`config.mk`:
```
export PLATFORM = sky130hd
export DESIGN_NAME = status_lamp_pattern_driver_flat
export DESIGN_NICKNAME = d
export VERILOG_FILES = /design/src/rtl/slpd_pkg.sv /design/src/rtl/slpd_channels.sv /design/src/rtl/slpd_rem_serial.sv /design/src/rtl/status_lamp_pattern_driver.sv /design/src/flat_wrapper.sv
export VERILOG_INCLUDE_DIRS = /design/src /design/src/rtl
export SDC_FILE = /design/constraint.sdc
export NUM_CORES = 1
export LEC_CHECK = 0
export ABC_CLOCK_PERIOD_IN_PS = 4900
export BUFFER_PORTS_ARGS = -buffer_cell sky130_fd_sc_hd__buf_2
export CAP_MARGIN = 30
export CORE_MARGIN = 3
export CORE_UTILIZATION = 53
export CTS_BUF_LIST = sky130_fd_sc_hd__clkbuf_8
export DETAILED_ROUTE_END_ITERATION = 7
export PLACE_DENSITY_LB_ADDON = 0.2
export SLEW_MARGIN = 0
export SYNTH_ARGS = -nofsm -noshare
export SYNTH_HDL_FRONTEND = slang
export SYNTH_SLANG_ARGS = --single-unit
```
`constraint.sdc`:
```
create_clock -name clk -period 4.9 [get_ports clk]
set_input_delay 0.98 -clock clk [delete_from_list [all_inputs] [get_ports clk]]
set_output_delay 0.98 -clock clk [all_outputs]
set_load 0.01 [all_outputs]
```
`src/rtl/status_lamp_pattern_driver_defines.svh`:
```
// Assertion macros shared by the status lamp RTL.
`ifndef STATUS_LAMP_PATTERN_DRIVER_DEFINES_SVH
`define STATUS_LAMP_PATTERN_DRIVER_DEFINES_SVH

// Same-cycle implication.
`define SLPD_ASSERT_NOW(lbl, clk, rst_n, ante, cons, msg) \
  lbl: assert property (@(posedge clk) disable iff (!rst_n) (ante) |-> (cons)) \
    else $error(msg);

// Next-cycle implication.
`define SLPD_ASSERT_NEXT(lbl, clk, rst_n, ante, cons, msg) \
  lbl: assert property (@(posedge clk) disable iff (!rst_n) (ante) |=> (cons)) \
    else $error(msg);

`endif

```
`src/rtl/slpd_pkg.sv`:
```
// Types, constants and pattern tables for the status lamp driver.
package slpd_pkg;

  localparam int TIME_WIDTH_DEF = 32;
  localparam int NOW_W          = 32;
  localparam int OP_W           = 2;
  localparam int COUNT_W        = 8;
  localparam int DUR_W          = 16;
  localparam int NET_W          = 3;
  localparam int STREAK_W       = 8;
  localparam int PERIOD_W       = DUR_W + 1;
  localparam int PROD_W         = PERIOD_W + COUNT_W;
  localparam int PAT_W          = 3;

  localparam logic [OP_W-1:0] OP_TICK  = 2'd0;
  localparam logic [OP_W-1:0] OP_BLIP  = 2'd1;
  localparam logic [OP_W-1:0] OP_FLASH = 2'd2;

  localparam logic [DUR_W-1:0]    BLIP_DUR_RESET    = 16'd150;
  localparam logic [STREAK_W-1:0] AUTH_STREAK_LIMIT = 8'd5;

  localparam logic [NET_W-1:0] NET_UP           = 3'd0;
  localparam logic [NET_W-1:0] NET_SETUP_AP     = 3'd1;
  localparam logic [NET_W-1:0] NET_WIFI_RETRY   = 3'd2;
  localparam logic [NET_W-1:0] NET_REJOIN       = 3'd3;
  localparam logic [NET_W-1:0] NET_BROKER_RETRY = 3'd4;

  localparam logic [PAT_W-1:0] PAT_OFF          = 3'd0;
  localparam logic [PAT_W-1:0] PAT_FRESET       = 3'd1;
  localparam logic [PAT_W-1:0] PAT_SETUP_AP     = 3'd2;
  localparam logic [PAT_W-1:0] PAT_WIFI_AUTH    = 3'd3;
  localparam logic [PAT_W-1:0] PAT_WIFI_BACKOFF = 3'd4;
  localparam logic [PAT_W-1:0] PAT_LOGIN_PAGE   = 3'd5;
  localparam logic [PAT_W-1:0] PAT_BROKER_RETRY = 3'd6;
  localparam logic [PAT_W-1:0] PAT_JOINING      = 3'd7;

  typedef struct packed {
    logic busy;
    logic done;
  } slpd_div_stat_t;

  // Total length of one pattern cycle in ms.
  function automatic logic [PERIOD_W-1:0] pat_total(input logic [PAT_W-1:0] id);
    logic [PERIOD_W-1:0] tot;
    unique case (id)
      PAT_FRESET:       tot = PERIOD_W'(200);
      PAT_SETUP_AP:     tot = PERIOD_W'(1000);
      PAT_WIFI_AUTH:    tot = PERIOD_W'(2600);
      PAT_WIFI_BACKOFF: tot = PERIOD_W'(3000);
      PAT_LOGIN_PAGE:   tot = PERIOD_W'(3500);
      PAT_BROKER_RETRY: tot = PERIOD_W'(2900);
      PAT_JOINING:      tot = PERIOD_W'(1000);
      default:          tot = PERIOD_W'(200);
    endcase
    return tot;
  endfunction

  // Lamp level at offset t within a pattern cycle; segments start with on.
  function automatic logic pat_level(input logic [PAT_W-1:0] id,
                                     input logic [PERIOD_W-1:0] t);
    logic lvl;
    unique case (id)
      PAT_FRESET:       lvl = t < PERIOD_W'(100);
      PAT_SETUP_AP:     lvl = t < PERIOD_W'(500);
      PAT_WIFI_AUTH:    lvl = (t < PERIOD_W'(100)) ||
                              (t >= PERIOD_W'(250) && t < PERIOD_W'(350)) ||
                              (t >= PERIOD_W'(500) && t < PERIOD_W'(600));
      PAT_WIFI_BACKOFF: lvl = t < PERIOD_W'(100);
      PAT_LOGIN_PAGE:   lvl = (t < PERIOD_W'(500)) ||
                              (t >= PERIOD_W'(700) && t < PERIOD_W'(800)) ||
                              (t >= PERIOD_W'(1000) && t < PERIOD_W'(1500));
      PAT_BROKER_RETRY: lvl = (t < PERIOD_W'(100)) ||
                              (t >= PERIOD_W'(250) && t < PERIOD_W'(350));
      PAT_JOINING:      lvl = t < PERIOD_W'(100);
      default:          lvl = 1'b0;
    endcase
    return lvl;
  endfunction

endpackage

```
`src/rtl/slpd_channels.sv`:
```
// Valid/ready channel interfaces for lamp requests and results.
interface slpd_in_if import slpd_pkg::*; ();
  logic                valid;
  logic                ready;
  logic [OP_W-1:0]     operation;
  logic [NOW_W-1:0]    now_ms;
  logic [COUNT_W-1:0]  flash_count;
  logic [DUR_W-1:0]    flash_on_ms;
  logic [DUR_W-1:0]    flash_off_ms;
  logic                logical_on;
  logic                factory_reset_wanted;
  logic [NET_W-1:0]    net_state;
  logic [STREAK_W-1:0] auth_fail_streak;
  logic                last_fail_captive;

  modport source (
    output valid, operation, now_ms, flash_count, flash_on_ms, flash_off_ms,
           logical_on, factory_reset_wanted, net_state, auth_fail_streak,
           last_fail_captive,
    input  ready
  );
  modport sink (
    input  valid, operation, now_ms, flash_count, flash_on_ms, flash_off_ms,
           logical_on, factory_reset_wanted, net_state, auth_fail_streak,
           last_fail_captive,
    output ready
  );
endinterface

interface slpd_out_if import slpd_pkg::*; ();
  logic valid;
  logic ready;
  logic lamp_on;
  logic pin_changed;
  logic transient_active;

  modport source (output valid, lamp_on, pin_changed, transient_active, input ready);
  modport sink (input valid, lamp_on, pin_changed, transient_active, output ready);
endinterface

```
`src/rtl/slpd_rem_serial.sv`:
```
// Bit-serial restoring remainder unit: one dividend bit per cycle.
`include "status_lamp_pattern_driver_defines.svh"

module slpd_rem_serial import slpd_pkg::*; #(
  parameter int X_W = TIME_WIDTH_DEF
) (
  input  logic                clk,
  input  logic                rst_n,
  input  logic                start,
  input  logic [X_W-1:0]      dividend,
  input  logic [PERIOD_W-1:0] divisor,
  output slpd_div_stat_t      stat,
  output logic [PERIOD_W-1:0] rem
);

  localparam int CNT_W = $clog2(X_W);

  logic                busy_r;
  logic                done_r;
  logic [CNT_W-1:0]    cnt_r;
  logic [X_W-1:0]      x_r;
  logic [PERIOD_W-1:0] r_r;
  logic [PERIOD_W-1:0] d_r;
  logic [PERIOD_W:0]   r2;
  logic [PERIOD_W-1:0] r_nxt;

  always_comb begin
    r2 = {r_r, x_r[X_W-1]};
    if (r2 >= {1'b0, d_r}) begin
      r_nxt = PERIOD_W'(r2 - {1'b0, d_r});
    end else begin
      r_nxt = r2[PERIOD_W-1:0];
    end
  end

  always_ff @(posedge clk) begin
    if (!rst_n) begin
      busy_r <= 1'b0;
      done_r <= 1'b0;
      cnt_r  <= '0;
    end else begin
      done_r <= 1'b0;
      if (busy_r) begin
        cnt_r <= cnt_r - CNT_W'(1);
        if (cnt_r == '0) begin
          busy_r <= 1'b0;
          done_r <= 1'b1;
        end
      end else if (start) begin
        busy_r <= 1'b1;
        cnt_r  <= CNT_W'(X_W - 1);
      end
    end
  end

  always_ff @(posedge clk) begin
    if (busy_r) begin
      x_r <= x_r << 1;
      r_r <= r_nxt;
    end else if (start) begin
      x_r <= dividend;
      r_r <= '0;
      d_r <= divisor;
    end
  end

  assign stat.busy = busy_r;
  assign stat.done = done_r;
  assign rem       = r_r;

  `SLPD_ASSERT_NOW(a_rem_below_div, clk, rst_n, busy_r && d_r != '0, r_r < d_r, "remainder not below divisor")
  `SLPD_ASSERT_NEXT(a_last_step_done, clk, rst_n, busy_r && cnt_r == '0, done_r && !busy_r, "last step did not finish")
  `SLPD_ASSERT_NOW(a_done_idle, clk, rst_n, done_r, !busy_r, "done while still busy")

endmodule

```
`src/rtl/status_lamp_pattern_driver.sv`:
```
// Top level of the status lamp pattern driver.
//
// Requests arrive on in_req (valid/ready): a tick, a blip command or a
// flash-sequence command with a millisecond timestamp. Each request gives
// exactly one result on out_req (valid/ready): lamp level, whether the pin
// changed, and whether a flash sequence or blip is still in progress.
// cfg_we/cfg_wdata write the blip duration in ms; write only while idle.
//
// A tick goes through ST_PREP, ST_CHECK and ST_DIV, where it waits on the
// serial remainder unit, which folds in one time bit per cycle; a command
// goes from ST_PREP straight to ST_OUT. One request is worked on at a
// time; in_req.ready rises again in the cycle the result is registered.
// The result sits in an output register; while the receiver stalls it is
// held, one more request may be taken and worked on, and its result then
// waits with in_req.ready low until the output register frees.
// Reset (rst_n low, synchronous) turns the lamp off, clears the flash
// sequence and blip deadline, and sets the blip duration to 150 ms.
module status_lamp_pattern_driver import slpd_pkg::*; #(
  parameter int TIME_WIDTH = TIME_WIDTH_DEF
) (
  input  logic             clk,
  input  logic             rst_n,
  input  logic             cfg_we,
  input  logic [DUR_W-1:0] cfg_wdata,
  slpd_in_if.sink          in_req,
  slpd_out_if.source       out_req
);

`include "status_lamp_pattern_driver_defines.svh"

  localparam int CMP_W = (TIME_WIDTH > PROD_W) ? TIME_WIDTH : PROD_W;

  localparam logic [2:0] ST_IDLE  = 3'd0;
  localparam logic [2:0] ST_PREP  = 3'd1;
  localparam logic [2:0] ST_CHECK = 3'd2;
  localparam logic [2:0] ST_DIV   = 3'd3;
  localparam logic [2:0] ST_OUT   = 3'd4;

  logic [2:0]            state_r, state_nxt;

  logic [DUR_W-1:0]      blip_dur_r;
  logic                  pin_r;
  logic [TIME_WIDTH-1:0] blip_deadline_r;
  logic [COUNT_W-1:0]    flashes_left_r;
  logic [TIME_WIDTH-1:0] flash_start_r;
  logic [DUR_W-1:0]      flash_on_r;
  logic [PERIOD_W-1:0]   period_r;

  logic [OP_W-1:0]       op_r;
  logic [TIME_WIDTH-1:0] now_r;
  logic                  logical_r;
  logic                  factory_r;
  logic [NET_W-1:0]      net_r;
  logic [STREAK_W-1:0]   streak_r;
  logic                  captive_r;

  logic                  blip_run_r;
  logic [TIME_WIDTH-1:0] elapsed_r;
  logic [PROD_W-1:0]     prod_r;
  logic                  flash_live_r;
  logic [PAT_W-1:0]      pat_sel_r, pat_sel_nxt;
  logic                  lvl_r, lvl_nxt;
  logic                  pin_nxt;

  logic                  out_valid_r;
  logic                  out_lamp_r;
  logic                  out_changed_r;
  logic                  out_trans_r;

  logic                  in_fire;
  logic                  out_load;
  logic [TIME_WIDTH-1:0] now_in;
  logic [TIME_WIDTH-1:0] blip_diff;
  logic                  flash_go;
  logic [TIME_WIDTH-1:0] div_x;
  logic [PERIOD_W-1:0]   div_d;
  logic [PERIOD_W-1:0]   div_rem;
  slpd_div_stat_t        div_stat;

  assign in_req.ready = (state_r == ST_IDLE);
  assign in_fire      = in_req.valid && in_req.ready;
  assign out_load     = (state_r == ST_OUT) && (!out_valid_r || out_req.ready);
  assign now_in       = in_req.now_ms[TIME_WIDTH-1:0];
  assign blip_diff    = blip_deadline_r - now_r;

  assign flash_go = (flashes_left_r != '0) && (period_r != '0) &&
                    (CMP_W'(elapsed_r) < CMP_W'(prod_r));
  assign div_x    = flash_go ? elapsed_r : now_r;
  assign div_d    = flash_go ? period_r : pat_total(pat_sel_nxt);
  assign pin_nxt  = (op_r == OP_TICK) ? lvl_r : pin_r;

  always_comb begin
    if (factory_r) begin
      pat_sel_nxt = PAT_FRESET;
    end else begin
      case (net_r) inside
        NET_UP:                           pat_sel_nxt = PAT_OFF;
        NET_SETUP_AP:                     pat_sel_nxt = PAT_SETUP_AP;
        NET_WIFI_RETRY, NET_REJOIN:       pat_sel_nxt = (streak_r >= AUTH_STREAK_LIMIT) ?
                                                        PAT_WIFI_AUTH : PAT_WIFI_BACKOFF;
        NET_BROKER_RETRY:                 pat_sel_nxt = captive_r ?
                                                        PAT_LOGIN_PAGE : PAT_BROKER_RETRY;
        default:                          pat_sel_nxt = PAT_JOINING;
      endcase
    end
  end

  always_comb begin
    if (flash_live_r) begin
      lvl_nxt = div_rem < PERIOD_W'(flash_on_r);
    end else if (blip_run_r) begin
      lvl_nxt = !logical_r;
    end else if (logical_r) begin
      lvl_nxt = 1'b1;
    end else begin
      lvl_nxt = pat_level(pat_sel_r, div_rem);
    end
  end

  always_comb begin
    state_nxt = state_r;
    unique case (state_r)
      ST_IDLE:  if (in_fire) state_nxt = ST_PREP;
      ST_PREP:  state_nxt = (op_r == OP_TICK) ? ST_CHECK : ST_OUT;
      ST_CHECK: state_nxt = ST_DIV;
      ST_DIV:   if (div_stat.done) state_nxt = ST_OUT;
      ST_OUT:   if (out_load) state_nxt = ST_IDLE;
      default:  state_nxt = ST_IDLE;
    endcase
  end

  always_ff @(posedge clk) begin
    if (!rst_n) begin
      state_r         <= ST_IDLE;
      blip_dur_r      <= BLIP_DUR_RESET;
      pin_r           <= 1'b0;
      blip_deadline_r <= '0;
      flashes_left_r  <= '0;
      flash_start_r   <= '0;
      flash_on_r      <= '0;
      period_r        <= '0;
      out_valid_r     <= 1'b0;
    end else begin
      state_r <= state_nxt;
      if (cfg_we) blip_dur_r <= cfg_wdata;
      if (in_fire && in_req.operation == OP_BLIP) begin
        blip_deadline_r <= now_in + TIME_WIDTH'(blip_dur_r);
      end
      if (in_fire && in_req.operation == OP_FLASH) begin
        flashes_left_r <= in_req.flash_count;
        flash_on_r     <= in_req.flash_on_ms;
        period_r       <= PERIOD_W'(in_req.flash_on_ms) + PERIOD_W'(in_req.flash_off_ms);
        flash_start_r  <= now_in;
      end
      if (state_r == ST_CHECK && !flash_go) flashes_left_r <= '0;
      out_valid_r <= out_load || (out_valid_r && !out_req.ready);
      if (out_load) pin_r <= pin_nxt;
    end
  end

  always_ff @(posedge clk) begin
    if (in_fire) begin
      op_r      <= in_req.operation;
      now_r     <= now_in;
      logical_r <= in_req.logical_on;
      factory_r <= in_req.factory_reset_wanted;
      net_r     <= in_req.net_state;
      streak_r  <= in_req.auth_fail_streak;
      captive_r <= in_req.last_fail_captive;
    end
    if (state_r == ST_PREP) begin
      blip_run_r <= (blip_diff != '0) && !blip_diff[TIME_WIDTH-1];
      elapsed_r  <= now_r - flash_start_r;
      prod_r     <= PROD_W'(period_r) * PROD_W'(flashes_left_r);
    end
    if (state_r == ST_CHECK) begin
      flash_live_r <= flash_go;
      pat_sel_r    <= pat_sel_nxt;
    end
    if (state_r == ST_DIV && div_stat.done) lvl_r <= lvl_nxt;
    if (out_load) begin
      out_lamp_r    <= pin_nxt;
      out_changed_r <= pin_nxt != pin_r;
      out_trans_r   <= (flashes_left_r != '0) || blip_run_r;
    end
  end

  slpd_rem_serial #(
    .X_W (TIME_WIDTH)
  ) u_rem (
    .clk      (clk),
    .rst_n    (rst_n),
    .start    (state_r == ST_CHECK),
    .dividend (div_x),
    .divisor  (div_d),
    .stat     (div_stat),
    .rem      (div_rem)
  );

  assign out_req.valid            = out_valid_r;
  assign out_req.lamp_on          = out_lamp_r;
  assign out_req.pin_changed      = out_changed_r;
  assign out_req.transient_active = out_trans_r;

  `SLPD_ASSERT_NOW(a_div_running, clk, rst_n, state_r == ST_DIV,
                   div_stat.busy || div_stat.done, "waiting on idle divider")
  `SLPD_ASSERT_NEXT(a_cmd_keeps_pin, clk, rst_n, out_load && op_r != OP_TICK,
                    !out_changed_r && $stable(pin_r), "command moved the pin")
  `SLPD_ASSERT_NOW(a_flash_live_state, clk, rst_n, state_r == ST_DIV && flash_live_r,
                   flashes_left_r != '0 && period_r != '0, "flash phase without sequence")

endmodule

```
`src/flat_wrapper.sv`:
```
// flat-port wrapper written by rule: the top's interface ports become plain ports
module status_lamp_pattern_driver_flat import slpd_pkg::*;
#(
  parameter int TIME_WIDTH = TIME_WIDTH_DEF
)
  (clk, rst_n, cfg_we, cfg_wdata, in_req_valid, in_req_operation, in_req_now_ms, in_req_flash_count, in_req_flash_on_ms, in_req_flash_off_ms, in_req_logical_on, in_req_factory_reset_wanted, in_req_net_state, in_req_auth_fail_streak, in_req_last_fail_captive, in_req_ready, out_req_valid, out_req_lamp_on, out_req_pin_changed, out_req_transient_active, out_req_ready);
  slpd_in_if in_req_i ();
  slpd_out_if out_req_i ();
  input  logic clk;
  input  logic rst_n;
  input  logic cfg_we;
  input  logic [DUR_W-1:0] cfg_wdata;
  input wire logic [$bits(in_req_i.valid)-1:0] in_req_valid;
  input wire logic [$bits(in_req_i.operation)-1:0] in_req_operation;
  input wire logic [$bits(in_req_i.now_ms)-1:0] in_req_now_ms;
  input wire logic [$bits(in_req_i.flash_count)-1:0] in_req_flash_count;
  input wire logic [$bits(in_req_i.flash_on_ms)-1:0] in_req_flash_on_ms;
  input wire logic [$bits(in_req_i.flash_off_ms)-1:0] in_req_flash_off_ms;
  input wire logic [$bits(in_req_i.logical_on)-1:0] in_req_logical_on;
  input wire logic [$bits(in_req_i.factory_reset_wanted)-1:0] in_req_factory_reset_wanted;
  input wire logic [$bits(in_req_i.net_state)-1:0] in_req_net_state;
  input wire logic [$bits(in_req_i.auth_fail_streak)-1:0] in_req_auth_fail_streak;
  input wire logic [$bits(in_req_i.last_fail_captive)-1:0] in_req_last_fail_captive;
  output wire logic [$bits(in_req_i.ready)-1:0] in_req_ready;
  output wire logic [$bits(out_req_i.valid)-1:0] out_req_valid;
  output wire logic [$bits(out_req_i.lamp_on)-1:0] out_req_lamp_on;
  output wire logic [$bits(out_req_i.pin_changed)-1:0] out_req_pin_changed;
  output wire logic [$bits(out_req_i.transient_active)-1:0] out_req_transient_active;
  input wire logic [$bits(out_req_i.ready)-1:0] out_req_ready;
  assign in_req_i.valid = in_req_valid;
  assign in_req_i.operation = in_req_operation;
  assign in_req_i.now_ms = in_req_now_ms;
  assign in_req_i.flash_count = in_req_flash_count;
  assign in_req_i.flash_on_ms = in_req_flash_on_ms;
  assign in_req_i.flash_off_ms = in_req_flash_off_ms;
  assign in_req_i.logical_on = in_req_logical_on;
  assign in_req_i.factory_reset_wanted = in_req_factory_reset_wanted;
  assign in_req_i.net_state = in_req_net_state;
  assign in_req_i.auth_fail_streak = in_req_auth_fail_streak;
  assign in_req_i.last_fail_captive = in_req_last_fail_captive;
  assign in_req_ready = in_req_i.ready;
  assign out_req_valid = out_req_i.valid;
  assign out_req_lamp_on = out_req_i.lamp_on;
  assign out_req_pin_changed = out_req_i.pin_changed;
  assign out_req_transient_active = out_req_i.transient_active;
  assign out_req_i.ready = out_req_ready;
  status_lamp_pattern_driver #(.TIME_WIDTH(TIME_WIDTH)) u_core (.clk(clk), .rst_n(rst_n), .cfg_we(cfg_we), .cfg_wdata(cfg_wdata), .in_req(in_req_i), .out_req(out_req_i));
endmodule
```
==> impl_results.html, run 1 <==
<table>
<tr><th>Metric</th><th>Value</th></tr>
<tr><th colspan="2">Synth</th></tr>
<tr><td>Mapped Area</td><td>23000 um^2</td></tr>
<tr><td>Ys Warns</td><td>0</td></tr>
<tr><td>Count of different cell masters after synthesis</td><td>roughly 90</td></tr>
<tr><td>Main flop type after synthesis</td><td>sky130_fd_sc_hd__edfxtp_1</td></tr>
<tr><td>Cell types with the largest area share after synthesis</td><td>sky130_fd_sc_hd__edfxtp_1 23%, sky130_fd_sc_hd__dfxtp_1 12%, sky130_fd_sc_hd__ha_1 11%</td></tr>
<tr><td>Mean instance size in the synthesized netlist</td><td>about 9.2 um^2</td></tr>
<tr><td>Cell taking the most area after synthesis</td><td>sky130_fd_sc_hd__edfxtp_1</td></tr>
<tr><td>Top-area cell type share of the netlist area</td><td>a little under a quarter</td></tr>
<tr><td>Post-Syn Nets</td><td>about 2900</td></tr>
<tr><td>Synthesized instance count</td><td>approximately 2500</td></tr>
<tr><td>Post-synth EDFFs</td><td>~180</td></tr>
<tr><td>Sequential-to-total area share from yosys stat</td><td>35.0%</td></tr>
<tr><td>Fraction of registers with async set or reset after synthesis</td><td>0%</td></tr>
<tr><td>Number of register bits inferred by synthesis</td><td>313</td></tr>
<tr><th colspan="2">Global routing</th></tr>
<tr><td>Number of antenna violations at the first check in global routing</td><td>1</td></tr>
<tr><td>Wire length of the first global-routing pass</td><td>roughly 95000 um</td></tr>
<tr><td>Global route overflow</td><td>0</td></tr>
<tr><td>Number of global-route vias before repair</td><td>around 18000</td></tr>
<tr><td>Largest net degree at the start of global routing</td><td>81</td></tr>
<tr><td>Total GRT Usage</td><td>roughly a quarter</td></tr>
<tr><th colspan="2">Routing</th></tr>
<tr><td>Number of vias per cell after detailed routing</td><td>around 5.6</td></tr>
<tr><td>Routed WL per cell</td><td>about 18 um</td></tr>
<tr><td>Iteration-0 DRC Markers</td><td>between 1000 and 1500</td></tr>
<tr><td>Number of iterations in the first detailed-routing pass</td><td>5</td></tr>
<tr><td>Routed Wire Length</td><td>around 59000 um</td></tr>
<tr><td>Drt drc</td><td>0</td></tr>
<tr><td>Number of vias after detailed routing</td><td>~19000</td></tr>
<tr><td>Number of nets with antenna violations after detailed routing</td><td>0</td></tr>
<tr><th colspan="2">Floorplan</th></tr>
<tr><td>Initial cell density of the core</td><td>roughly 54%</td></tr>
<tr><td>Io pins</td><td>between 100 and 150</td></tr>
<tr><td>Placement row count</td><td>75</td></tr>
<tr><td>Vert. Die Dim</td><td>about 210 um</td></tr>
<tr><td>Die Outline Area</td><td>approximately 46000 um^2</td></tr>
<tr><td>Die Span X</td><td>214 um</td></tr>
<tr><td>Placeable core region</td><td>around 42000 um^2</td></tr>
<tr><th colspan="2">Setup path</th></tr>
<tr><td>Worst-path cell with the longest stage delay</td><td>sky130_fd_sc_hd__fa_1</td></tr>
<tr><td>Startpoint type of the worst setup path</td><td>register</td></tr>
<tr><td>Stage delay of the slowest cell on the critical path</td><td>around 0.55 ns</td></tr>
<tr><td>R2r setup slk</td><td>-0.05 ns</td></tr>
<tr><td>Element type at the critical path end</td><td>register</td></tr>
<tr><td>Cells traversed along the worst timing path</td><td>buf_6, nand2_4, fa_1, inv_2, fa_2, fa_1, inv_1, fa_1, inv_2, ha_4, a21oi_4, o21ai_2, a221oi_2, o21ai_2, or4_4, nand3_4, a31oi_4, a21o_1, a21oi_2, xnor2_1</td></tr>
<tr><td>Maximum fanout along the worst path</td><td>6</td></tr>
<tr><td>WS Path Type</td><td>reg -&gt; reg</td></tr>
<tr><td>Arrival time of data at the critical path endpoint</td><td>between 5 and 6 ns</td></tr>
<tr><td>Most Frequent Cell on Critical Path</td><td>sky130_fd_sc_hd__fa_1</td></tr>
<tr><td>Required time of the critical path</td><td>about 5.3 ns</td></tr>
<tr><th colspan="2">Placement</th></tr>
<tr><td># port buffers</td><td>between 100 and 150</td></tr>
<tr><td>Post-placement setup slack</td><td>-0.230 ns</td></tr>
<tr><td>Weighted congestion reported at the end of routability-driven placement</td><td>0.925</td></tr>
<tr><td>Dpl hpwl</td><td>roughly 45000 um</td></tr>
<tr><td>DP Area</td><td>around 25000 um^2</td></tr>
<tr><th colspan="2">Timing</th></tr>
<tr><td>Slew Viols, Final</td><td>0</td></tr>
<tr><td>Endpoints failing setup</td><td>1</td></tr>
<tr><td>Minimum period implied by the final worst setup slack</td><td>approximately 5 ns</td></tr>
<tr><td>Setup repair after global routing missed its margin</td><td>true</td></tr>
<tr><td>Headroom to the max-slew limit</td><td>about two fifths</td></tr>
<tr><td>Final hold violation count</td><td>0</td></tr>
<tr><td>Final critical-path setup slack</td><td>-0.0478 ns</td></tr>
<tr><td>Achievable frequency</td><td>approximately 0.2 GHz</td></tr>
<tr><td>Skew final</td><td>0.0265 ns</td></tr>
<tr><td>Fin crit share</td><td>101%</td></tr>
<tr><td>Worst Max-Slew Pin Slew</td><td>between 0.8 and 0.9 ns</td></tr>
<tr><th colspan="2">Power and ir drop</th></tr>
<tr><td>Overall Power</td><td>7.06 mW</td></tr>
<tr><td>Cell area power density</td><td>approximately 270 nW/um^2</td></tr>
<tr><td>Peak ir drop on the vdd network</td><td>0.220 mV</td></tr>
<tr><td>P_leak</td><td>11.4 nW</td></tr>
<tr><th colspan="2">Clocking</th></tr>
<tr><td>Hold buffers post-CTS</td><td>0</td></tr>
<tr><td>Clock Tree Buf Depth</td><td>3</td></tr>
<tr><td>Count of clock tree sinks</td><td>roughly 310</td></tr>
<tr><td>CTS tree</td><td>built</td></tr>
<tr><td>Clock slew at reported path FFs</td><td>~0.080 ns</td></tr>
<tr><td>Root buffer cell</td><td>sky130_fd_sc_hd__clkbuf_8</td></tr>
<tr><td>Clock latency on the worst-skew pair</td><td>roughly 0.67 ns</td></tr>
<tr><td>H-Tree Depth</td><td>2</td></tr>
<tr><td>Number of buffers added by the clock tree synthesis step</td><td>56</td></tr>
<tr><th colspan="2">Final layout</th></tr>
<tr><td>Most common library cell in the layout ignoring fill and taps</td><td>sky130_fd_sc_hd__inv_1</td></tr>
<tr><td>Commonest non-fill, non-tap cells in the layout</td><td>294 x sky130_fd_sc_hd__inv_1, 281 x sky130_fd_sc_hd__nand2_1, 205 x sky130_fd_sc_hd__a21oi_1</td></tr>
<tr><td>N_diodes</td><td>0</td></tr>
<tr><td>Nets</td><td>3072</td></tr>
<tr><td>Post-route cell area</td><td>roughly 26000 um^2</td></tr>
<tr><td>Share of layout cells above drive strength 1</td><td>around 15%</td></tr>
<tr><td>Area overhead of the layout relative to synthesis</td><td>13.6%</td></tr>
<tr><th colspan="2">Job</th></tr>
<tr><td>MaxCap Viol Count</td><td>0</td></tr>
<tr><th colspan="2">Run status</th></tr>
<tr><td>Failing checks</td><td>negative setup slack</td></tr>
<tr><td>Status</td><td>finished with violations</td></tr>
<tr><th colspan="2">Hold path</th></tr>
<tr><td>Tightest Hold Check Type</td><td>reg -&gt; reg</td></tr>
</table>
## sequential cells by signal, indices dropped and copies added, names as in the netlist, 16 cells and up
| register | flops |
|---|---|
| u_core.u_rem.d_r | 17 |
| u_core.blip_dur_r | 16 |
| u_core.elapsed_r | 32 |
| u_core.prod_r | 25 |
| u_core.u_rem.x_r | 32 |
| u_core.flash_start_r | 32 |
| u_core.now_r | 32 |
| u_core.blip_deadline_r | 32 |
| u_core.period_r | 17 |
| u_core.u_rem.rem | 17 |
| u_core.flash_on_r | 16 |
## area by class of cell
type                    count  area (um^2)
clock buffers              65          895
clock inverters            41          310
fillers                  3722        16300
flip-flops and latches    313         8100
well taps                 577          722
repair buffers            199         1250
inverters                 288         1080
multi-input cells        1813        13800
## per-layer routing
metal | up-vias | routed length [um] | part of all wire, % | global-route usage [%]
met1 | 8836 | 27100 | 46 | 36.2
li1 | 9024 | - | - | -
met5 | - | 13 | 0.022 | 0
met2 | 563 | 25800 | 44 | 39.0
met4 | 2 | 1410 | 2.4 | 6.30
met3 | 110 | 4470 | 7.6 | 6.12
## cells by family (layout without fill, tap and decap cells)
kind of cell / after synthesis / in the layout / synth area share (%)
AND/OR/NAND/NOR: 806 / 806 / 17.2
multiplexers: 68 / 68 / 2.99
flip-flops: 313 / 313 / 35.0
AO/OA/AOI/OAI: 540 / 540 / 15.3
XOR/XNOR: 107 / 107 / 4.07
adder cells (fa/ha/maj): 292 / 292 / 19.0
buffers and inverters: 385 / 593 / 6.36
## synthesized netlist by cell type, types with 45 or more instances
master	instances
sky130_fd_sc_hd__inv_1	287
sky130_fd_sc_hd__and2_1	123
sky130_fd_sc_hd__nand3_1	47
sky130_fd_sc_hd__edfxtp_1	179
sky130_fd_sc_hd__o21ai_0	68
sky130_fd_sc_hd__nor2b_1	45
sky130_fd_sc_hd__fa_1	95
sky130_fd_sc_hd__clkbuf_1	88
sky130_fd_sc_hd__dfxtp_1	134
sky130_fd_sc_hd__mux2i_1	62
sky130_fd_sc_hd__xnor2_1	66
sky130_fd_sc_hd__nor2_1	136
sky130_fd_sc_hd__a21o_1	49
sky130_fd_sc_hd__nand2_1	285
sky130_fd_sc_hd__ha_1	197
sky130_fd_sc_hd__a21oi_1	212
## report_power, final
part | leakage, nW | total (mW) | switching [mW] | internal, mW
registers | 2.79 | 3.08 | 0.116 | 2.96
logic | 7.89 | 1.32 | 0.790 | 0.527
clock network | 0.685 | 2.66 | 1.18 | 1.48
## what timing repair did
| action | in CTS | in global routing |
|---|---|---|
| endpoints found under the setup margin | 3 | 4 |
| resized for setup | 29 | 42 |
| buffers inserted | 3 | 7 |
| pin swaps | 22 | 29 |
## path summary, 6_finish.rpt
kind | start | end | depth (start not counted)
hold reg to reg | u_core.flash_start_r[13] | u_core.flash_start_r[13] | 2
setup reg to reg | u_core.flashes_left_r[4] | u_core.prod_r[24] | 20
setup / recovery | u_core.flashes_left_r[4] | u_core.prod_r[24] | 20
hold / removal | u_core.flash_start_r[13] | u_core.flash_start_r[13] | 2
## through the flow
step                      util [%]  hold WS, ns  instances  TNS (ns)
after detailed placement      58.1        0.446       3180    -0.349
after global routing          61.6        0.456       3296    -0.500
after floorplan                  -        0.436       2511         0
after CTS                     61.2        0.444       3289   -0.0751
after global placement        58.0        0.444       3179    -0.202
final                         61.6        0.454       3296   -0.0478
## critical path, delay by kind of cell, from the launching register on
family | cells | cell delay, ns
buf+inv | 4 | 0.26
compound gates | 7 | 1.09
simple gates | 3 | 0.66
fa+ha+maj | 5 | 2.20
flops | 1 | 0.39
xor+xnor | 1 | 0.07
Note: power is estimated with default switching activity, not from simulation.
==> inputs of run 2 (changes only) <==
- SETUP_SLACK_MARGIN: not set -> 0.4
- SLEW_MARGIN: 0 -> 30
==> run 2 against run 1 <==
Compared with the run above: critical path depth unchanged; critical endpoint unchanged; the flow now finishes without violations; final cell count about the same; combinational power about the same; clock skew increased by 0.010 ns; worst hold slack about the same; critical path type unchanged; via count decreased by 0.16%; sequential share of layout area decreased by 0.11 points.
==> impl_results.html, run 2 (synthesized netlist as in run 1, its figures left out) <==
<table>
<tr><th>Metric</th><th>Value</th></tr>
<tr><th colspan="2">Floorplan</th></tr>
<tr><td>Placement row count</td><td>75</td></tr>
<tr><td>Placeable core region</td><td>between 40000 and 50000 um^2</td></tr>
<tr><td>Die Outline Area</td><td>45900 um^2</td></tr>
<tr><td>Initial cell density of the core</td><td>a little over half</td></tr>
<tr><td>Die Span X</td><td>214 um</td></tr>
<tr><td>Io pins</td><td>about 110</td></tr>
<tr><td>Vert. Die Dim</td><td>214 um</td></tr>
<tr><th colspan="2">Timing</th></tr>
<tr><td>Fin crit share</td><td>99.8%</td></tr>
<tr><td>Minimum period implied by the final worst setup slack</td><td>about 5 ns</td></tr>
<tr><td>Setup total negative slack</td><td>0 ns</td></tr>
<tr><td>Skew final</td><td>0.0365 ns</td></tr>
<tr><td>Setup repair after global routing missed its margin</td><td>true</td></tr>
<tr><td>Headroom to the max-slew limit</td><td>between 40% and 50%</td></tr>
<tr><td>Worst Max-Slew Pin Slew</td><td>approximately 0.86 ns</td></tr>
<tr><td>Final hold violation count</td><td>0</td></tr>
<tr><td>Minimum hold slack</td><td>between 0.4 and 0.5 ns</td></tr>
<tr><td>Final critical-path setup slack</td><td>roughly 0.012 ns</td></tr>
<tr><td>Slew Viols, Final</td><td>0</td></tr>
<tr><td>Achievable frequency</td><td>0.205 GHz</td></tr>
<tr><td>Endpoints failing setup</td><td>0</td></tr>
<tr><th colspan="2">Routing</th></tr>
<tr><td>Number of vias after detailed routing</td><td>approximately 19000</td></tr>
<tr><td>Number of iterations in the first detailed-routing pass</td><td>5</td></tr>
<tr><td>Iteration-0 DRC Markers</td><td>roughly 1500</td></tr>
<tr><td>Number of vias per cell after detailed routing</td><td>approximately 5.6</td></tr>
<tr><td>Number of nets with antenna violations after detailed routing</td><td>0</td></tr>
<tr><td>Routed Wire Length</td><td>59000 um</td></tr>
<tr><td>Routed WL per cell</td><td>approximately 18 um</td></tr>
<tr><td>Drt drc</td><td>0</td></tr>
<tr><th colspan="2">Clocking</th></tr>
<tr><td>Number of buffers added by the clock tree synthesis step</td><td>54</td></tr>
<tr><td>Count of clock tree sinks</td><td>between 300 and 400</td></tr>
<tr><td>H-Tree Depth</td><td>2</td></tr>
<tr><td>Root buffer cell</td><td>sky130_fd_sc_hd__clkbuf_8</td></tr>
<tr><td>Clock Tree Buf Depth</td><td>3</td></tr>
<tr><td>Clock slew at reported path FFs</td><td>approximately 0.07 ns</td></tr>
<tr><td>Clock latency on the worst-skew pair</td><td>~0.67 ns</td></tr>
<tr><td>CTS tree</td><td>built</td></tr>
<tr><td>Hold buffers post-CTS</td><td>0</td></tr>
<tr><th colspan="2">Hold path</th></tr>
<tr><td>Tightest Hold Check Type</td><td>reg -&gt; reg</td></tr>
<tr><td>Hold path depth</td><td>2</td></tr>
<tr><th colspan="2">Placement</th></tr>
<tr><td>DP Area</td><td>between 20000 and 25000 um^2</td></tr>
<tr><td>Post-placement setup slack</td><td>-0.197 ns</td></tr>
<tr><td>Weighted congestion reported at the end of routability-driven placement</td><td>approximately 0.91</td></tr>
<tr><td>Dpl hpwl</td><td>44700 um</td></tr>
<tr><td># port buffers</td><td>between 100 and 150</td></tr>
<tr><td># placed instances</td><td>between 3000 and 4000</td></tr>
<tr><th colspan="2">Job</th></tr>
<tr><td>MaxCap Viol Count</td><td>0</td></tr>
<tr><th colspan="2">Final layout</th></tr>
<tr><td>Post-route cell area</td><td>26200 um^2</td></tr>
<tr><td>Share of layout cells above drive strength 1</td><td>between 10% and 20%</td></tr>
<tr><td>Layout Utilization</td><td>61.8%</td></tr>
<tr><td>Commonest non-fill, non-tap cells in the layout</td><td>293 x sky130_fd_sc_hd__inv_1, 278 x sky130_fd_sc_hd__nand2_1, 206 x sky130_fd_sc_hd__a21oi_1</td></tr>
<tr><td>Area overhead of the layout relative to synthesis</td><td>14.0%</td></tr>
<tr><td>Fin cells</td><td>approximately 3300</td></tr>
<tr><td>Nets</td><td>3071</td></tr>
<tr><td>Most common library cell in the layout ignoring fill and taps</td><td>sky130_fd_sc_hd__inv_1</td></tr>
<tr><td>N_diodes</td><td>0</td></tr>
<tr><th colspan="2">Setup path</th></tr>
<tr><td>Largest delay contributor family on the critical path</td><td>adder cells</td></tr>
<tr><td>Origin of the critical flop-to-flop path</td><td>u_core.flashes_left_r[2]</td></tr>
<tr><td>Required time of the critical path</td><td>between 5 and 6 ns</td></tr>
<tr><td>Endpoint of the most critical setup path</td><td>u_core.prod_r[24]</td></tr>
<tr><td>Worst Path Buf+Inv</td><td>4</td></tr>
<tr><td>FF-to-FF End</td><td>u_core.prod_r[24]</td></tr>
<tr><td>Most Frequent Cell on Critical Path</td><td>sky130_fd_sc_hd__fa_1</td></tr>
<tr><td>WS Path Type</td><td>reg -&gt; reg</td></tr>
<tr><td>Levels on crit path</td><td>20</td></tr>
<tr><td>CP Launch Point</td><td>u_core.flashes_left_r[2]</td></tr>
<tr><td>Maximum fanout along the worst path</td><td>5</td></tr>
<tr><td>Stage delay of the slowest cell on the critical path</td><td>between 0.5 and 0.6 ns</td></tr>
<tr><td>Cells on worst reg2reg path</td><td>20</td></tr>
<tr><td>Cells traversed along the worst timing path</td><td>buf_6, buf_6, and2_4, fa_2, fa_1, fa_1, inv_2, fa_1, inv_2, ha_4, a21oi_2, o21ai_2, a221oi_2, o21ai_2, or4_4, nand3_4, a31oi_4, a21o_1, a21oi_2, xnor2_1</td></tr>
<tr><td>Arrival time of data at the critical path endpoint</td><td>about 5.3 ns</td></tr>
<tr><td>R2r setup slk</td><td>0.01 ns</td></tr>
<tr><td>Startpoint type of the worst setup path</td><td>register</td></tr>
<tr><td>Worst-path cell with the longest stage delay</td><td>sky130_fd_sc_hd__fa_1</td></tr>
<tr><td>Element type at the critical path end</td><td>register</td></tr>
<tr><th colspan="2">Run status</th></tr>
<tr><td>Status</td><td>complete, no violations</td></tr>
<tr><th colspan="2">Power and ir drop</th></tr>
<tr><td>Overall Power</td><td>6.96 mW</td></tr>
<tr><td>Cell area power density</td><td>about 270 nW/um^2</td></tr>
<tr><td>Peak ir drop on the vdd network</td><td>~0.26 mV</td></tr>
<tr><td>P_leak</td><td>roughly 11 nW</td></tr>
<tr><th colspan="2">Global routing</th></tr>
<tr><td>Number of global-route vias before repair</td><td>~18000</td></tr>
<tr><td>Largest net degree at the start of global routing</td><td>86</td></tr>
<tr><td>Wire length of the first global-routing pass</td><td>95300 um</td></tr>
<tr><td>Total GRT Usage</td><td>between 20% and 30%</td></tr>
<tr><td>Number of antenna violations at the first check in global routing</td><td>2</td></tr>
<tr><td>Global route overflow</td><td>0</td></tr>
</table>
run 2: routing by layer:
metal | wire (um) | up-vias | GRT usage, % | share of wire [%]
li1 | - | 9020 | - | -
met1 | 26900 | 8876 | 35.1 | 46
met2 | 26500 | 512 | 40.1 | 45
met3 | 4300 | 91 | 6.58 | 7.3
met4 | 1220 | 6 | 6.28 | 2.1
met5 | 78 | - | 0.938 | 0.13
run 2: tightest hold or removal path: stages, from the launching register on:
cell and delay, ns:
sky130_fd_sc_hd__dfxtp_1 0.31, sky130_fd_sc_hd__nand2_1 0.05, sky130_fd_sc_hd__a21oi_1 0.05
run 2: where the power goes:
group / switching [mW] / leakage [nW] / internal, mW
registers: 0.116 / 2.79 / 2.96
clock network: 1.16 / 0.668 / 1.40
logic: 0.797 / 7.92 / 0.532
total: 2.07 / 11.4 / 4.89
run 2: worst min-delay path by stage:
stage / start / endpoint / slack [ns]
3_3_place_gp: u_core.flash_start_r[26] / u_core.flash_start_r[26] / 0.44
3_5_place_dp: u_core.flash_start_r[11] / u_core.flash_start_r[11] / 0.45
2_1_floorplan: u_core.blip_deadline_r[12] / u_core.blip_deadline_r[12] / 0.44
4_1_cts: in_req_auth_fail_streak[5] / u_core.streak_r[5] / 0.44
6_report: u_core.flash_start_r[26] / u_core.flash_start_r[26] / 0.45
5_1_grt: in_req_auth_fail_streak[4] / u_core.streak_r[4] / 0.45
run 2: layout make-up:
class	count	area, um^2
clock buffers	67	922
clock inverters	35	239
fillers	3729	16200
inverters	288	1080
multi-input cells	1813	13900
flip-flops and latches	313	8100
well taps	577	722
repair buffers	200	1300
run 2: repair_timing:
action	CTS	global route
buffers inserted	15	3
resized for setup	57	28
setup endpoints to repair	7	10
pin swaps	45	24
==> inputs of run 3 (changes only) <==
- RECOVER_POWER: not set -> 50
==> run 3 against run 2 <==
Compared with the run above: sequential power about the same; global-route usage unchanged; the flow now finishes with violations (max-capacitance violations, max-slew violations); die area unchanged; first-iteration DRC count increased by 0.83%; flip-flop and latch count unchanged; critical path depth unchanged; largest power group unchanged; via count increased by 0.28%; routed wire length about the same; critical endpoint unchanged; largest cell class unchanged.
==> impl_results.html, run 3 (synthesized netlist as in run 1, its figures left out) <==
<table>
<tr><th>Metric</th><th>Value</th></tr>
<tr><th colspan="2">Run status</th></tr>
<tr><td>Status</td><td>finished with violations</td></tr>
<tr><td>Failing checks</td><td>max-capacitance violations, max-slew violations</td></tr>
<tr><th colspan="2">Routing</th></tr>
<tr><td>Iteration-0 DRC Markers</td><td>between 1000 and 1500</td></tr>
<tr><td>M1 WL</td><td>about 27000 um</td></tr>
<tr><td>Routed WL per cell</td><td>about 18 um</td></tr>
<tr><td>Drt drc</td><td>0</td></tr>
<tr><td>Wire length on met3</td><td>roughly 4000 um</td></tr>
<tr><td>WL met2</td><td>roughly 26000 um</td></tr>
<tr><td>Number of vias per cell after detailed routing</td><td>5.63</td></tr>
<tr><td>Top metal layer carrying routed signals</td><td>met5</td></tr>
<tr><td>Number of vias after detailed routing</td><td>approximately 19000</td></tr>
<tr><td>Routed Wire Length</td><td>roughly 59000 um</td></tr>
<tr><td>Number of nets with antenna violations after detailed routing</td><td>0</td></tr>
<tr><td>Number of iterations in the first detailed-routing pass</td><td>6</td></tr>
<tr><th colspan="2">Power and ir drop</th></tr>
<tr><td>Cell area power density</td><td>between 200 and 300 nW/um^2</td></tr>
<tr><td>P_leak</td><td>between 10 and 15 nW</td></tr>
<tr><td>Share of total power in sequential cells</td><td>between 40 and 50%</td></tr>
<tr><td>Internal power</td><td>4.88 mW</td></tr>
<tr><td>Clock power frac</td><td>36.8%</td></tr>
<tr><td>P_sw</td><td>roughly 2.1 mW</td></tr>
<tr><td>Relative contribution of combinational cells to total power</td><td>approximately a fifth</td></tr>
<tr><td>Peak ir drop on the vdd network</td><td>0.266 mV</td></tr>
<tr><td>Fraction of power spent switching nets</td><td>around 30%</td></tr>
<tr><th colspan="2">Timing</th></tr>
<tr><td>Skew final</td><td>approximately 0.036 ns</td></tr>
<tr><td>Final hold violation count</td><td>0</td></tr>
<tr><td>Slew Viols, Final</td><td>roughly 160</td></tr>
<tr><td>Achievable frequency</td><td>between 0.2 and 0.25 GHz</td></tr>
<tr><td>Fin crit share</td><td>between 90% and 100%</td></tr>
<tr><td>Endpoints failing setup</td><td>0</td></tr>
<tr><td>Minimum period implied by the final worst setup slack</td><td>approximately 4.9 ns</td></tr>
<tr><td>Setup repair after global routing missed its margin</td><td>true</td></tr>
<tr><td>Worst Max-Slew Pin Slew</td><td>approximately 2 ns</td></tr>
<tr><td>Headroom to the max-slew limit</td><td>-31.9%</td></tr>
<tr><td>Minimum hold slack</td><td>approximately 0.45 ns</td></tr>
<tr><td>Final critical-path setup slack</td><td>between 0.01 and 0.015 ns</td></tr>
<tr><th colspan="2">Setup path</th></tr>
<tr><td>Stage delay of the slowest cell on the critical path</td><td>about 0.55 ns</td></tr>
<tr><td>Element type at the critical path end</td><td>register</td></tr>
<tr><td>WS Path Type</td><td>reg -&gt; reg</td></tr>
<tr><td>Arrival time of data at the critical path endpoint</td><td>about 5.3 ns</td></tr>
<tr><td>Cells traversed along the worst timing path</td><td>buf_6, buf_6, and2_4, fa_2, fa_1, fa_1, inv_2, fa_1, inv_2, ha_4, a21oi_2, o21ai_2, a221oi_2, o21ai_2, or4_4, nand3_4, a31oi_4, a21o_1, a21oi_2, xnor2_1</td></tr>
<tr><td>Required time of the critical path</td><td>about 5.3 ns</td></tr>
<tr><td>Maximum fanout along the worst path</td><td>5</td></tr>
<tr><td>Largest delay contributor family on the critical path</td><td>adder cells</td></tr>
<tr><td>Worst Path Buf+Inv</td><td>4</td></tr>
<tr><td>Startpoint type of the worst setup path</td><td>register</td></tr>
<tr><td>Worst-path cell with the longest stage delay</td><td>sky130_fd_sc_hd__fa_1</td></tr>
<tr><td>Most Frequent Cell on Critical Path</td><td>sky130_fd_sc_hd__fa_1</td></tr>
<tr><th colspan="2">Floorplan</th></tr>
<tr><td>Placeable core region</td><td>between 40000 and 50000 um^2</td></tr>
<tr><td>Die Outline Area</td><td>~46000 um^2</td></tr>
<tr><td>Vert. Die Dim</td><td>between 200 and 250 um</td></tr>
<tr><td>Placement row count</td><td>75</td></tr>
<tr><td>Io pins</td><td>about 110</td></tr>
<tr><td>Die Span X</td><td>approximately 210 um</td></tr>
<tr><td>Initial cell density of the core</td><td>54.2%</td></tr>
<tr><th colspan="2">Clocking</th></tr>
<tr><td>Count of clock tree sinks</td><td>about 310</td></tr>
<tr><td>Clock slew at reported path FFs</td><td>roughly 0.07 ns</td></tr>
<tr><td>Clock Tree Buf Depth</td><td>3</td></tr>
<tr><td>Root buffer cell</td><td>sky130_fd_sc_hd__clkbuf_8</td></tr>
<tr><td>Number of buffers added by the clock tree synthesis step</td><td>between 50 and 60</td></tr>
<tr><td>CTS tree</td><td>built</td></tr>
<tr><td>Clock latency on the worst-skew pair</td><td>0.67 ns</td></tr>
<tr><td>Hold buffers post-CTS</td><td>0</td></tr>
<tr><td>H-Tree Depth</td><td>2</td></tr>
<tr><th colspan="2">Global routing</th></tr>
<tr><td>Number of global-route vias before repair</td><td>18367</td></tr>
<tr><td>Global route overflow</td><td>0</td></tr>
<tr><td>Number of antenna violations at the first check in global routing</td><td>2</td></tr>
<tr><td>Wire length of the first global-routing pass</td><td>between 90000 and 100000 um</td></tr>
<tr><td>Total GRT Usage</td><td>roughly 25%</td></tr>
<tr><td>Largest net degree at the start of global routing</td><td>86</td></tr>
<tr><th colspan="2">Final layout</th></tr>
<tr><td>Area overhead of the layout relative to synthesis</td><td>13.5%</td></tr>
<tr><td>N_diodes</td><td>0</td></tr>
<tr><td>Share of layout cells above drive strength 1</td><td>between 10% and 20%</td></tr>
<tr><td>Nets</td><td>between 3000 and 4000</td></tr>
<tr><td>Commonest non-fill, non-tap cells in the layout</td><td>294 x sky130_fd_sc_hd__inv_1, 278 x sky130_fd_sc_hd__nand2_1, 206 x sky130_fd_sc_hd__a21oi_1</td></tr>
<tr><td>Most common library cell in the layout ignoring fill and taps</td><td>sky130_fd_sc_hd__inv_1</td></tr>
<tr><td>Fill cell count</td><td>between 3000 and 4000</td></tr>
<tr><th colspan="2">Placement</th></tr>
<tr><td>Weighted congestion reported at the end of routability-driven placement</td><td>just over 0.9</td></tr>
<tr><td>Post-placement setup slack</td><td>-0.197 ns</td></tr>
<tr><td>Dpl hpwl</td><td>about 45000 um</td></tr>
<tr><td># port buffers</td><td>between 100 and 150</td></tr>
<tr><th colspan="2">Hold path</th></tr>
<tr><td>Tightest Hold Check Type</td><td>reg -&gt; reg</td></tr>
<tr><th colspan="2">Job</th></tr>
<tr><td>MaxCap Viol Count</td><td>4</td></tr>
</table>
==> run 3: changes by cell type in the layout (fill, tap and decap cells not counted), moves of 4 or more <==
cell / before / now
sky130_fd_sc_hd__and2_0: 1 / 5
sky130_fd_sc_hd__clkbuf_1: 0 / 47
sky130_fd_sc_hd__and2_1: 114 / 110
sky130_fd_sc_hd__buf_4: 72 / 66
sky130_fd_sc_hd__buf_2: 113 / 72
==> run 3: power groups by stage <==
stage	sequential (mW)	clock (mW)	combinational (mW)
after floorplan	3.08	0	0.937
after global placement	3.13	0	1.25
after detailed placement	3.13	0	1.29
after CTS	3.08	2.62	1.31
after global routing	3.10	2.74	1.46
final	3.08	2.56	1.31
==> run 3: layout make-up <==
| class | instances | area [um^2] | area share (%) |
|---|---|---|---|
| clock buffer | 67 | 922 | 3.53 |
| clock inverter | 35 | 239 | 0.915 |
| inverter | 288 | 1080 | 4.14 |
| multi-input combinational | 1813 | 13800 | 53.0 |
| sequential | 313 | 8100 | 31.0 |
| tap | 577 | 722 | 2.76 |
| timing repair buffer | 200 | 1200 | 4.61 |
==> run 3: metal layers <==
metal | GRT usage [%] | vias up
met5 | 0.938 | -
met1 | 35.1 | 8912
met2 | 40.1 | 528
met4 | 6.28 | 6
met3 | 6.58 | 93
li1 | - | 9017
==> run 3: timing repair <==
action,in CTS,in global routing
pin swaps,45,24
endpoints found under the setup margin,7,10
setup buffers,15,3
resized for setup,57,28
==> run 3: through the flow <==
stage | area (um^2) | setup TNS [ns] | utilization, % | instances | total power, mW
2_1_floorplan | 23200 | 0 | - | 2511 | 4.02
6_report | 26100 | 0 | 61.6 | 3293 | 6.95
5_1_grt | 26100 | -0.476 | 61.6 | 3293 | 7.30
3_3_place_gp | 24600 | -0.192 | 58.0 | 3172 | 4.38
4_1_cts | 26000 | -0.0659 | 61.4 | 3289 | 7.00
3_5_place_dp | 24600 | -0.259 | 58.0 | 3172 | 4.42
==> run 3: path summary, 6_finish.rpt <==
check,cells past startpoint,endpoint,slack (ns),from
setup reg to reg,20,u_core.prod_r[24],0.01,u_core.flashes_left_r[2]
setup / recovery,20,u_core.prod_r[24],0.01,u_core.flashes_left_r[2]
hold / removal,2,u_core.flash_start_r[11],0.45,u_core.flash_start_r[11]
hold reg to reg,2,u_core.flash_start_r[11],0.45,u_core.flash_start_r[11]
==> run 3: worst min-delay path, cell delays in order (launching register included) <==
cell and delay [ns]:
sky130_fd_sc_hd__dfxtp_1 0.31, sky130_fd_sc_hd__nand2_1 0.05, sky130_fd_sc_hd__a21oi_1 0.05
